**src/snmp_hdr_pkg.sv**
```systemverilog
// Types and constants for the SNMPv2c header parser.
// No dependencies; used by every module of the block.
`timescale 1ns / 1ps

package snmp_hdr_pkg;

  typedef struct packed {
    logic [7:0] byte_value;
    logic       last_byte;
  } in_t;

  typedef struct packed {
    logic [2:0]  kind;
    logic [7:0]  byte_out;
    logic        valid_res;
    logic [3:0]  fault_code;
    logic [7:0]  pdu_kind;
    logic [31:0] request_ident;
    logic [31:0] message_length;
    logic [31:0] pdu_length_out;
    logic [15:0] name_length;
    logic [15:0] index_length;
    logic        final_res;
  } out_t;

  typedef struct packed {
    logic [3:0]  phase;
    logic [3:0]  field_count;
    logic [31:0] length_accum;
    logic [31:0] seq_len;
    logic [31:0] pdu_len;
    logic [15:0] community_left;
    logic [15:0] name_count;
    logic [15:0] index_count;
    logic        seen_at;
    logic [7:0]  pdu_reg;
    logic [31:0] req_id;
    logic [3:0]  error_reg;
  } st_t;

  localparam logic [3:0] PH_SEQ_TAG   = 4'd0;
  localparam logic [3:0] PH_SEQ_LEN   = 4'd1;
  localparam logic [3:0] PH_SEQ_MORE  = 4'd2;
  localparam logic [3:0] PH_VERSION   = 4'd3;
  localparam logic [3:0] PH_COMM_TAG  = 4'd4;
  localparam logic [3:0] PH_COMM_LEN  = 4'd5;
  localparam logic [3:0] PH_COMM_MORE = 4'd6;
  localparam logic [3:0] PH_COMMUNITY = 4'd7;
  localparam logic [3:0] PH_PDU_TAG   = 4'd8;
  localparam logic [3:0] PH_PDU_LEN   = 4'd9;
  localparam logic [3:0] PH_PDU_MORE  = 4'd10;
  localparam logic [3:0] PH_ID_TAG    = 4'd11;
  localparam logic [3:0] PH_ID_LEN    = 4'd12;
  localparam logic [3:0] PH_ID_BYTES  = 4'd13;
  localparam logic [3:0] PH_DATA      = 4'd14;
  localparam logic [3:0] PH_SKIP      = 4'd15;

  localparam logic [3:0] ERR_NONE      = 4'd0;
  localparam logic [3:0] ERR_SHORT     = 4'd1;
  localparam logic [3:0] ERR_SEQ_TAG   = 4'd2;
  localparam logic [3:0] ERR_SEQ_WIDE  = 4'd3;
  localparam logic [3:0] ERR_SEQ_ZERO  = 4'd4;
  localparam logic [3:0] ERR_VERSION   = 4'd5;
  localparam logic [3:0] ERR_COMM_TAG  = 4'd6;
  localparam logic [3:0] ERR_COMM_WIDE = 4'd7;
  localparam logic [3:0] ERR_COMM_ZERO = 4'd8;
  localparam logic [3:0] ERR_PDU_TAG   = 4'd9;
  localparam logic [3:0] ERR_PDU_WIDE  = 4'd10;
  localparam logic [3:0] ERR_ID_TAG    = 4'd11;
  localparam logic [3:0] ERR_ID_LEN    = 4'd12;
  localparam logic [3:0] ERR_TRUNC     = 4'd13;

  localparam logic [2:0] KIND_HDR     = 3'd0;
  localparam logic [2:0] KIND_NAME    = 3'd1;
  localparam logic [2:0] KIND_INDEX   = 3'd2;
  localparam logic [2:0] KIND_DATA    = 3'd3;
  localparam logic [2:0] KIND_SUMMARY = 3'd4;

  localparam logic [7:0] TAG_SEQ   = 8'h30;
  localparam logic [7:0] TAG_INT   = 8'h02;
  localparam logic [7:0] TAG_OCTET = 8'h04;
  localparam logic [7:0] TAG_GET   = 8'ha0;
  localparam logic [7:0] TAG_NEXT  = 8'ha1;
  localparam logic [7:0] TAG_RESP  = 8'ha2;
  localparam logic [7:0] TAG_BULK  = 8'ha5;
  localparam logic [7:0] VER_0     = 8'h02;
  localparam logic [7:0] VER_1     = 8'h01;
  localparam logic [7:0] VER_2     = 8'h01;
  localparam logic [7:0] ID_LEN    = 8'h04;
  localparam logic [7:0] CHAR_AT   = 8'h40;
  localparam int         MIN_BYTES = 7;

  localparam st_t ST_RESET = '{
    phase: PH_SEQ_TAG, field_count: 4'd0, length_accum: 32'd0, seq_len: 32'd0,
    pdu_len: 32'd0, community_left: 16'd0, name_count: 16'd0, index_count: 16'd0,
    seen_at: 1'b0, pdu_reg: 8'd0, req_id: 32'd0, error_reg: ERR_NONE
  };

endpackage

```
**src/snmp_hdr_step.sv**
```systemverilog
// Per-byte parser update: next header state, byte result and summary result.
// Depends on snmp_hdr_pkg.
`timescale 1ns / 1ps

module snmp_hdr_step #(
  parameter int LEN_BYTES     = 4,
  parameter int MAX_MSG_BYTES = 65536,
  parameter int SEEN_W        = $clog2(MAX_MSG_BYTES + 1)
) (
  input  snmp_hdr_pkg::st_t  st,
  input  logic [SEEN_W-1:0]  bytes_seen,
  input  snmp_hdr_pkg::in_t  item,
  output snmp_hdr_pkg::st_t  st_next,
  output logic [SEEN_W-1:0]  bytes_seen_next,
  output snmp_hdr_pkg::out_t byte_res,
  output snmp_hdr_pkg::out_t sum_res
);

  function automatic snmp_hdr_pkg::st_t fail(snmp_hdr_pkg::st_t s, logic [3:0] code);
    snmp_hdr_pkg::st_t r;
    r = s;
    r.error_reg = code;
    r.phase = snmp_hdr_pkg::PH_SKIP;
    return r;
  endfunction

  function automatic snmp_hdr_pkg::st_t len_done(snmp_hdr_pkg::st_t s, logic [3:0] owner);
    snmp_hdr_pkg::st_t r;
    r = s;
    case (owner)
      snmp_hdr_pkg::PH_SEQ_LEN: begin
        if (s.length_accum == 32'd0) begin
          r = fail(s, snmp_hdr_pkg::ERR_SEQ_ZERO);
        end else begin
          r.seq_len = s.length_accum;
          r.field_count = 4'd0;
          r.phase = snmp_hdr_pkg::PH_VERSION;
        end
      end
      snmp_hdr_pkg::PH_COMM_LEN: begin
        if (s.length_accum == 32'd0) begin
          r = fail(s, snmp_hdr_pkg::ERR_COMM_ZERO);
        end else if (s.length_accum[31:16] != 16'd0) begin
          r = fail(s, snmp_hdr_pkg::ERR_COMM_WIDE);
        end else begin
          r.community_left = s.length_accum[15:0];
          r.phase = snmp_hdr_pkg::PH_COMMUNITY;
        end
      end
      default: begin
        r.pdu_len = s.length_accum;
        r.phase = snmp_hdr_pkg::PH_ID_TAG;
      end
    endcase
    return r;
  endfunction

  function automatic snmp_hdr_pkg::st_t len_first(snmp_hdr_pkg::st_t s, logic [3:0] owner,
                                                  logic [7:0] b, logic [3:0] wide_err);
    snmp_hdr_pkg::st_t r;
    r = s;
    r.length_accum = 32'd0;
    if (!b[7]) begin
      r.length_accum = {24'd0, b};
      r = len_done(r, owner);
    end else if (b[6:0] > 7'(LEN_BYTES)) begin
      r = fail(r, wide_err);
    end else if (b[6:0] == 7'd0) begin
      r = len_done(r, owner);
    end else begin
      r.field_count = b[3:0];
      r.phase = owner + 4'd1;
    end
    return r;
  endfunction

  function automatic snmp_hdr_pkg::st_t len_more(snmp_hdr_pkg::st_t s, logic [3:0] owner,
                                                 logic [7:0] b);
    snmp_hdr_pkg::st_t r;
    r = s;
    r.length_accum = {s.length_accum[23:0], b};
    r.field_count = s.field_count - 4'd1;
    if (r.field_count == 4'd0) begin
      r = len_done(r, owner);
    end
    return r;
  endfunction

  logic [7:0] b;
  logic [7:0] ver_exp;
  logic [2:0] kind;
  logic [3:0] err;

  assign b = item.byte_value;

  always_comb begin
    case (st.field_count[1:0])
      2'd0:    ver_exp = snmp_hdr_pkg::VER_0;
      2'd1:    ver_exp = snmp_hdr_pkg::VER_1;
      default: ver_exp = snmp_hdr_pkg::VER_2;
    endcase
  end

  always_comb begin
    if (bytes_seen < SEEN_W'(MAX_MSG_BYTES)) begin
      bytes_seen_next = bytes_seen + SEEN_W'(1);
    end else begin
      bytes_seen_next = bytes_seen;
    end
  end

  always_comb begin
    st_next = st;
    kind = snmp_hdr_pkg::KIND_HDR;
    case (st.phase)
      snmp_hdr_pkg::PH_SEQ_TAG: begin
        if (b != snmp_hdr_pkg::TAG_SEQ) st_next = fail(st, snmp_hdr_pkg::ERR_SEQ_TAG);
        else st_next.phase = snmp_hdr_pkg::PH_SEQ_LEN;
      end
      snmp_hdr_pkg::PH_SEQ_LEN:
        st_next = len_first(st, snmp_hdr_pkg::PH_SEQ_LEN, b, snmp_hdr_pkg::ERR_SEQ_WIDE);
      snmp_hdr_pkg::PH_SEQ_MORE: st_next = len_more(st, snmp_hdr_pkg::PH_SEQ_LEN, b);
      snmp_hdr_pkg::PH_VERSION: begin
        if (st.field_count > 4'd2 || b != ver_exp) begin
          st_next = fail(st, snmp_hdr_pkg::ERR_VERSION);
        end else if (st.field_count == 4'd2) begin
          st_next.field_count = 4'd0;
          st_next.phase = snmp_hdr_pkg::PH_COMM_TAG;
        end else begin
          st_next.field_count = st.field_count + 4'd1;
        end
      end
      snmp_hdr_pkg::PH_COMM_TAG: begin
        if (b != snmp_hdr_pkg::TAG_OCTET) st_next = fail(st, snmp_hdr_pkg::ERR_COMM_TAG);
        else st_next.phase = snmp_hdr_pkg::PH_COMM_LEN;
      end
      snmp_hdr_pkg::PH_COMM_LEN:
        st_next = len_first(st, snmp_hdr_pkg::PH_COMM_LEN, b, snmp_hdr_pkg::ERR_COMM_WIDE);
      snmp_hdr_pkg::PH_COMM_MORE: st_next = len_more(st, snmp_hdr_pkg::PH_COMM_LEN, b);
      snmp_hdr_pkg::PH_COMMUNITY: begin
        if (st.seen_at || b == snmp_hdr_pkg::CHAR_AT) begin
          st_next.seen_at = 1'b1;
          st_next.index_count = st.index_count + 16'd1;
          kind = snmp_hdr_pkg::KIND_INDEX;
        end else begin
          st_next.name_count = st.name_count + 16'd1;
          kind = snmp_hdr_pkg::KIND_NAME;
        end
        st_next.community_left = st.community_left - 16'd1;
        if (st_next.community_left == 16'd0) st_next.phase = snmp_hdr_pkg::PH_PDU_TAG;
      end
      snmp_hdr_pkg::PH_PDU_TAG: begin
        st_next.pdu_reg = b;
        if (b != snmp_hdr_pkg::TAG_GET && b != snmp_hdr_pkg::TAG_NEXT &&
            b != snmp_hdr_pkg::TAG_RESP && b != snmp_hdr_pkg::TAG_BULK) begin
          st_next = fail(st_next, snmp_hdr_pkg::ERR_PDU_TAG);
        end else begin
          st_next.phase = snmp_hdr_pkg::PH_PDU_LEN;
        end
      end
      snmp_hdr_pkg::PH_PDU_LEN:
        st_next = len_first(st, snmp_hdr_pkg::PH_PDU_LEN, b, snmp_hdr_pkg::ERR_PDU_WIDE);
      snmp_hdr_pkg::PH_PDU_MORE: st_next = len_more(st, snmp_hdr_pkg::PH_PDU_LEN, b);
      snmp_hdr_pkg::PH_ID_TAG: begin
        if (b != snmp_hdr_pkg::TAG_INT) st_next = fail(st, snmp_hdr_pkg::ERR_ID_TAG);
        else st_next.phase = snmp_hdr_pkg::PH_ID_LEN;
      end
      snmp_hdr_pkg::PH_ID_LEN: begin
        if (b != snmp_hdr_pkg::ID_LEN) begin
          st_next = fail(st, snmp_hdr_pkg::ERR_ID_LEN);
        end else begin
          st_next.field_count = 4'd0;
          st_next.phase = snmp_hdr_pkg::PH_ID_BYTES;
        end
      end
      snmp_hdr_pkg::PH_ID_BYTES: begin
        case (st.field_count[1:0])
          2'd0:    st_next.req_id[7:0]   = st.req_id[7:0]   | b;
          2'd1:    st_next.req_id[15:8]  = st.req_id[15:8]  | b;
          2'd2:    st_next.req_id[23:16] = st.req_id[23:16] | b;
          default: st_next.req_id[31:24] = st.req_id[31:24] | b;
        endcase
        st_next.field_count = st.field_count + 4'd1;
        if (st_next.field_count >= 4'd4) begin
          st_next.field_count = 4'd0;
          st_next.phase = snmp_hdr_pkg::PH_DATA;
        end
      end
      default: kind = snmp_hdr_pkg::KIND_DATA;
    endcase
  end

  always_comb begin
    if (bytes_seen_next < SEEN_W'(snmp_hdr_pkg::MIN_BYTES)) err = snmp_hdr_pkg::ERR_SHORT;
    else if (st_next.error_reg != snmp_hdr_pkg::ERR_NONE) err = st_next.error_reg;
    else if (st_next.phase != snmp_hdr_pkg::PH_DATA) err = snmp_hdr_pkg::ERR_TRUNC;
    else err = snmp_hdr_pkg::ERR_NONE;
  end

  always_comb begin
    byte_res = '0;
    byte_res.kind = kind;
    byte_res.byte_out = b;

    sum_res = '0;
    sum_res.kind = snmp_hdr_pkg::KIND_SUMMARY;
    sum_res.valid_res = (err == snmp_hdr_pkg::ERR_NONE);
    sum_res.fault_code = err;
    sum_res.pdu_kind = st_next.pdu_reg;
    sum_res.request_ident = st_next.req_id;
    sum_res.message_length = st_next.seq_len - {16'd0, st_next.index_count};
    sum_res.pdu_length_out = st_next.pdu_len;
    sum_res.name_length = st_next.name_count;
    sum_res.index_length = st_next.index_count;
    sum_res.final_res = 1'b1;
  end

endmodule

```
**src/snmp_hdr_fifo.sv**
```systemverilog
// Four-entry result queue; takes one or two results per push, drains one per cycle while result_ready is high.
// Depends on snmp_hdr_pkg.
`timescale 1ns / 1ps

module snmp_hdr_fifo (
  input  logic               clk,
  input  logic               rst,
  input  logic               push,
  input  logic               push_two,
  input  snmp_hdr_pkg::out_t wr_a,
  input  snmp_hdr_pkg::out_t wr_b,
  output logic               room,
  output logic               result_valid,
  input  logic               result_ready,
  output snmp_hdr_pkg::out_t result
);

  snmp_hdr_pkg::out_t mem [4];
  logic [1:0] wr_ptr;
  logic [1:0] rd_ptr;
  logic [2:0] count;
  logic       pop;
  logic [2:0] push_n;

  assign result_valid = (count != 3'd0);
  assign result = mem[rd_ptr];
  assign pop = result_valid && result_ready;
  assign room = (count <= 3'd2);
  assign push_n = push ? (push_two ? 3'd2 : 3'd1) : 3'd0;

  always_ff @(posedge clk) begin
    if (push) begin
      mem[wr_ptr] <= wr_a;
      if (push_two) mem[wr_ptr + 2'd1] <= wr_b;
    end
  end

  always_ff @(posedge clk) begin
    if (rst) begin
      wr_ptr <= 2'd0;
      rd_ptr <= 2'd0;
      count  <= 3'd0;
    end else begin
      wr_ptr <= wr_ptr + push_n[1:0];
      if (pop) rd_ptr <= rd_ptr + 2'd1;
      count <= count + push_n - {2'd0, pop};
    end
  end

endmodule

```
**src/snmp_v2c_header_parser_core.sv**
```systemverilog
// SNMPv2c header parser: one message byte per transaction, classified results out.
// Each byte's result is written on acceptance to a four-entry queue and offered from it.
// Throughput: one byte per cycle; a final byte yields two results, drained one per cycle
// while result_ready is high; bytes are taken while the queue holds two or fewer.
// Reset: rst is synchronous, active high; it clears parser state and the queue.
`timescale 1ns / 1ps

module snmp_v2c_header_parser_core #(
  parameter int LEN_BYTES     = 4,
  parameter int MAX_MSG_BYTES = 65536
) (
  input  logic               clk,
  input  logic               rst,
  input  logic               item_valid,
  output logic               item_ready,
  input  snmp_hdr_pkg::in_t  item,
  output logic               result_valid,
  input  logic               result_ready,
  output snmp_hdr_pkg::out_t result
);

  localparam int SEEN_W = $clog2(MAX_MSG_BYTES + 1);

  snmp_hdr_pkg::st_t  st;
  snmp_hdr_pkg::st_t  st_next;
  logic [SEEN_W-1:0]  bytes_seen;
  logic [SEEN_W-1:0]  bytes_seen_next;
  snmp_hdr_pkg::out_t byte_res;
  snmp_hdr_pkg::out_t sum_res;
  logic               accept;

  assign accept = item_valid && item_ready;

  snmp_hdr_step #(
    .LEN_BYTES     (LEN_BYTES),
    .MAX_MSG_BYTES (MAX_MSG_BYTES),
    .SEEN_W        (SEEN_W)
  ) u_step (
    .st              (st),
    .bytes_seen      (bytes_seen),
    .item            (item),
    .st_next         (st_next),
    .bytes_seen_next (bytes_seen_next),
    .byte_res        (byte_res),
    .sum_res         (sum_res)
  );

  snmp_hdr_fifo u_fifo (
    .clk          (clk),
    .rst          (rst),
    .push         (accept),
    .push_two     (item.last_byte),
    .wr_a         (byte_res),
    .wr_b         (sum_res),
    .room         (item_ready),
    .result_valid (result_valid),
    .result_ready (result_ready),
    .result       (result)
  );

  always_ff @(posedge clk) begin
    if (rst) begin
      st         <= snmp_hdr_pkg::ST_RESET;
      bytes_seen <= '0;
    end else if (accept) begin
      if (item.last_byte) begin
        st         <= snmp_hdr_pkg::ST_RESET;
        bytes_seen <= '0;
      end else begin
        st         <= st_next;
        bytes_seen <= bytes_seen_next;
      end
    end
  end

endmodule

```
**config.mk**
```make
export PLATFORM = sky130hd
export DESIGN_NAME = snmp_v2c_header_parser_core
export DESIGN_NICKNAME = d
export VERILOG_FILES = /design/src/snmp_hdr_pkg.sv /design/src/snmp_hdr_step.sv /design/src/snmp_hdr_fifo.sv /design/src/snmp_v2c_header_parser_core.sv
export SDC_FILE = /design/constraint.sdc
export NUM_CORES = 1
export LEC_CHECK = 0
export BUFFER_PORTS_ARGS = -buffer_cell sky130_fd_sc_hd__buf_2
export CELL_PAD_IN_SITES_DETAIL_PLACEMENT = 0
export CELL_PAD_IN_SITES_GLOBAL_PLACEMENT = 2
export CORE_MARGIN = 4
export CORE_UTILIZATION = 44
export CTS_CLUSTER_DIAMETER = 60
export DETAILED_ROUTE_END_ITERATION = 16
export GPL_TIMING_DRIVEN = 0
export PLACE_DENSITY = 0.77
export SLEW_MARGIN = 10
export SYNTH_ARGS = -nofsm -noshare
export SYNTH_HDL_FRONTEND = slang
export SYNTH_HIERARCHICAL = 1
export SYNTH_SLANG_ARGS = --single-unit
```
**constraint.sdc**
```tcl
create_clock -name clk -period 22 [get_ports clk]
set_input_delay 3.3 -clock clk [delete_from_list [all_inputs] [get_ports clk]]
set_output_delay 3.3 -clock clk [all_outputs]
set_load 0.05 [all_outputs]
```
---- Word level (Yosys, flattened, before mapping) ----
Memory sizes are Yosys's and may differ from the RTL's. A register that Yosys moved wholly into a read port is not among the register bits.
Cells that the tools add are included.
operators by class
  $add $sub $neg .......................... 12
  multipliers ............................. 0
  divide/modulo/power cells ............... 0
  order comparisons ....................... 6
  equal/unequal tests ..................... 54
  shift operators ......................... 0
  mux-type cells .......................... 75
  bitwise gates (word level) .............. 4
  reductions and logical operators ........ 29
operator list
  kind                     number
  $mux W197                9
  $pmux W96 S12            1
  $pmux W49 S13            1
  $pmux W32 S13            1
  $mux W196                2
  $mux W125                1
  $pmux W8 S12             1
  $mux W4                  22
  $mux W8                  10
  $mux W32                 2
  $pmux W4 S14             1
  $pmux W4 S13             1
  $mux W17                 3
  $mux W16                 3
  $pmux W4 S12             1
  $ne A3 B3 Y1 const B     12
  $reduce_and A17 Y1       2
  $add A16 B1 Y16 const B  2
  $logic_not A32 Y1        1
  $ne A8 B8 Y1 const B     4
  $or A8 B8 Y8             4
  $sub A32 B16 Y32         1
  $eq A4 B4 Y1 const B     6
  $ne A2 B2 Y1 const B     12
  other kinds (49)         77
word-level totals
  register bits after elaboration ......... 213
  latch bits .............................. 0
  RAM bits ................................ 612
  bits in read-only memories .............. 0
  bits of input ports ..................... 13
  output and inout port bits .............. 155
  memories ................................ 1
memory list
  memory      words  bits a word  read ports  clocked after Yosys merged registers in  wr ports  line                 source
  u_fifo.mem  4      153          1           1                                        2         snmp_hdr_fifo.sv:18  snmp_hdr_pkg::out_t mem [4];

---- Logic depth before layout (Yosys ltp) ----
  depth in word-level cells ............... 11
  depth in mapped cells ................... 23

---- Hierarchy ----
Netlist, hierarchy kept.
by module, submodules not included
  module                       instances  cells an instance  area an instance (um^2)  seq. area each (um^2)
  snmp_hdr_fifo                1          1532               29806.1                  18557.8
  snmp_v2c_header_parser_core  1          1000               10525.1                  4284.1
  snmp_hdr_step                1          1224               8126.5                   0.0

---- Worst setup path before layout ----
OpenSTA, ideal clock, no wires.
  path type ............................... input-to-reg
  start ................................... in item_valid
  end ..................................... mem u_fifo/mem[2][0] (netlist bit) (enable)
  setup time .............................. 686 ps
  arrival time ............................ 10703 ps
  data required time ...................... 21314 ps
  path slack .............................. 10611 ps
  cell stages on the path ................. 6
  buffers on the path ..................... 4
  path through ............................ buf_6 > buf_4 > buf_6 > and2_1 > buf_2 > nor2b_1
RTL lines
  what                line                               source
  start: declaration  snmp_v2c_header_parser_core.sv:14  input logic item_valid,
  end: declaration    snmp_hdr_fifo.sv:18

==> flow_results.org <==
** Outcome
- The flow ran to the end, and the final reports show no timing, DRC or antenna violations.

** Timing
- Clock Skews :: between 0.02 and 0.025 ns
- After layout, the worst setup slack is 12.77 ns.
- Setup violation total in the final timing report :: 0
- Number of pins exceeding their max-slew limit in the final report :: 0
- The clock period could shrink to 9.226 ns.
- Maximum achievable frequency :: about 110 MHz
- Post-Route Setup TNS :: 0 ns
- Relative slew slack :: 0.07661
- The count of endpoints failing hold in the final timing report came to 0.
- Ratio of final minimum period to clock period :: 0.4194
- Setup repair after global routing left no endpoint under its margin.
- Slew of the pin with the lowest slew margin :: 1.385 ns

** Worst setup path
- The most critical setup path has its endpoint at u_fifo/mem[1][93]$_DFFE_PP_.
- In this design, the stage delay of the slowest critical-path cell is about 0.57 ns.
- Counting buffers and inverters, the worst setup path is 22 cells deep.
- Data on the critical path is required at its endpoint by 22.43 ns.
- The most numerous cell type found on the critical path is clkbuf_1.
- Setup Crit Path Kind :: input pin to flop
- Critical path's slowest cell :: clkbuf_1
- Critical Path, Cell by Cell :: buf_2 -> clkbuf_1 -> nor4_1 -> nand4_1 -> nor3_1 -> o22a_1 -> nand2b_1 -> clkbuf_1 -> clkbuf_1 -> mux2_2 -> inv_1 -> ha_1 -> fa_1 -> nor2b_1 -> o2111ai_1 -> a21boi_1 -> o32ai_1 -> o221a_2 -> nand4b_1 -> a211oi_1 -> xor2_1 -> mux2_1
- Reg-to-reg critical path startpoint :: st[189]$_SDFFE_PP0P_
- Together, buffers and inverters on the worst path number 5.
- Counting cells, the worst reg-to-reg path comes to 23.
- The worst setup path is launched from an input pin.
- In this run the worst path has a maximum fanout of 10.
- Endpoint of the most critical register-to-register path :: u_fifo/mem[1][93]$_DFFE_PP_
- Kind of cell with the highest combined delay on the critical path :: compound AO/OA/AOI/OAI gates
- Tracing the worst setup path back leads to its startpoint at item[2].
- Data arrives at the worst endpoint at 9.66 ns.
- Critical Path End Type :: flop
- Setup slack on the worst reg-to-reg path comes out at 14.85 ns.

** Logic synthesis
- Synthesis warning total :: 6
- After synthesis, the mean cell area works out to 12.94 um2.
- Summed instance area of the synthesized netlist :: 0.04803 mm2
- Counting every instance in the synthesized netlist gives 3712.

** Job
- Maxcap violations :: 0

** CTS
- The H-tree was split into 3 levels.
- Clock sink count :: 827
- Buffers inserted to repair hold after CTS numbered 0.
- Number of CTS-inserted buffers :: 104
- TritonCTS clock tree :: built
- Clock slew seen by the registers of the worst setup and hold paths :: about 0.060 ns
- Worst skew pair latency :: about 0.69 ns
- The cell sitting at the root of the clock tree is a clkbuf_16.
- Post-CTS sizing :: 0
- In this run the deepest clock path goes through 3 buffers.
- The number of setup buffers added after CTS is 0.

** Drt
- In the routed design, unresolved DRC markers number 0.
- Routed wirelength normalized by instance count :: 24.43 um
- After detailed routing, the total wire length is 138.2 mm.
- Via density per instance :: 5.635
- Iteration-0 DRC Markers :: ~2300
- In this run the remaining antenna-violating nets after routing total 0.
- Before antenna repair, the detailed router went through 5 iterations.
- Vias :: approximately 32000

** Floorplan
- Vertical extent of the die :: 338.4 um
- Placeable core region :: approximately 0.11 mm2
- The die covers around 0.11 mm2.
- Pin placement for this block handled 168 I/O pins.
- Placement row count :: 120
- Die outline width :: 338.4 um
- Initial cell density of the core :: 0.4462

** Place
- During placement, the flow inserted port buffers numbering 163.
- Prior to clock tree synthesis, the placed netlist has a worst setup slack of ~12 ns.
- Detailed placement finished with a half-perimeter wire length of about 94 mm.
- Post-Place Cells :: approximately 5500
- The congestion estimate from routability-driven global placement came to roughly 0.87.

** Global routing
- In the global route stage, overall resource usage came out at 0.2360.
- Maximum number of pins on one net before global-route repair :: 48
- For this run the aggregate overflow at the end of global routing stands at 0.
- Via count of the first global-routing pass :: 32290
- Global-route wire length before repair :: 208.3 mm
- The number of antenna violations at the first check in global routing was 8.

** Finish
- Net count, final :: 4207
- Once layout is complete, the utilization of the core stands at 0.5145.
- The count of cells in the finished layout, fillers not included, comes to 5656.
- Of the cells placed in the final design, the portion with a size suffix greater than 1 is 0.4134.
- In the layout the commonest cells are 612 x edfxtp_1, 536 x mux2_2, 298 x buf_2.
- Leaving out fill and tap cells, the most frequent cell in the layout is edfxtp_1.
- From synthesis to final layout, the design area changed by 15.32%.

** Pwr
- Power spread over the standard cell area amounts to 100.1 mW/mm2.
- The analysis attributes to cell leakage a power of 20.38 nW.
- Worst-case vdd ir drop :: slightly below 0.00006 V

** Worst hold path
- The worst hold path belongs to the class flop to flop.
[tightest hold or removal path, stage by stage, from the launching register on]
cell and delay [ns]:
dfxtp_1 0.32, xor2_1 0.06, nor2_1 0.10
[routing by layer]
| layer | track usage | share of wire | vias to the layer above |
|---|---|---|---|
| li1 | - | - | 14900 |
| met1 | 0.3400 | 0.46 | 15920 |
| met2 | 0.3763 | 0.46 | 867 |
| met5 | 0 | 0 | - |
| met4 | 0.06329 | 0.025 | 0 |
| met3 | 0.03180 | 0.050 | 188 |
[report_power, final]
part / internal [mW] / total [mW] / switching [mW]
sequential: 1.88 / 1.92 / 0.0401
clock: 1.08 / 1.78 / 0.705
combinational: 0.598 / 1.84 / 1.24
total: 3.56 / 5.54 / 1.99
[metrics by stage]
stage | hold WS [ns] | cell area (um2) | total power, mW
finish | 0.5187 | 55390 | 5.544
global placement | 0.5125 | 51180 | 3.840
CTS | 0.5285 | 55380 | 5.608
detailed placement | 0.5137 | 51810 | 3.809
floorplan | 0.4847 | 48600 | 3.320
global route | 0.5819 | 55380 | 5.772
[flip-flops by register name, summed over array words and instances, names as in the netlist, named ones only]
register and flops:
u_fifo/mem 612, u_fifo/wr_ptr 2, u_fifo/count 3, u_fifo/rd_ptr 2
st 189, bytes_seen 17
[area by class of cell]
| type | count | area (um2) |
|---|---|---|
| timing repair buffer | 190 | 1411 |
| multi-input combinational | 2410 | 21910 |
| clock buffer | 122 | 2701 |
| fill | 9406 | 52270 |
| buffer | 583 | 3880 |
| tap | 1403 | 1755 |
| clock inverter | 73 | 870.8 |
| antenna | 3 | 7.507 |
| sequential | 827 | 22680 |
| inverter | 45 | 168.9 |
[how the worst min path moves through the flow]
| stage | depth (start not counted) | slack [ns] | to | from |
|---|---|---|---|---|
| final | 2 | 0.52 | flop | u_fifo/rd_ptr[1]$_SDFFE_PP0P_ |
| after global routing | 2 | 0.58 | st[16]$_SDFFE_PP0P_ | st[16]$_SDFFE_PP0P_ |
| after CTS | 2 | 0.53 | u_fifo/rd_ptr[1]$_SDFFE_PP0P_ | u_fifo/rd_ptr[1]$_SDFFE_PP0P_ |
| after detailed placement | 2 | 0.51 | u_fifo/rd_ptr[1]$_SDFFE_PP0P_ | u_fifo/rd_ptr[1]$_SDFFE_PP0P_ |
| after global placement | 2 | 0.51 | u_fifo/rd_ptr[1]$_SDFFE_PP0P_ | u_fifo/rd_ptr[1]$_SDFFE_PP0P_ |
| after floorplan | 2 | 0.48 | flop | u_fifo/rd_ptr[1]$_SDFFE_PP0P_ |
Note: power is estimated with default switching activity, not from simulation.
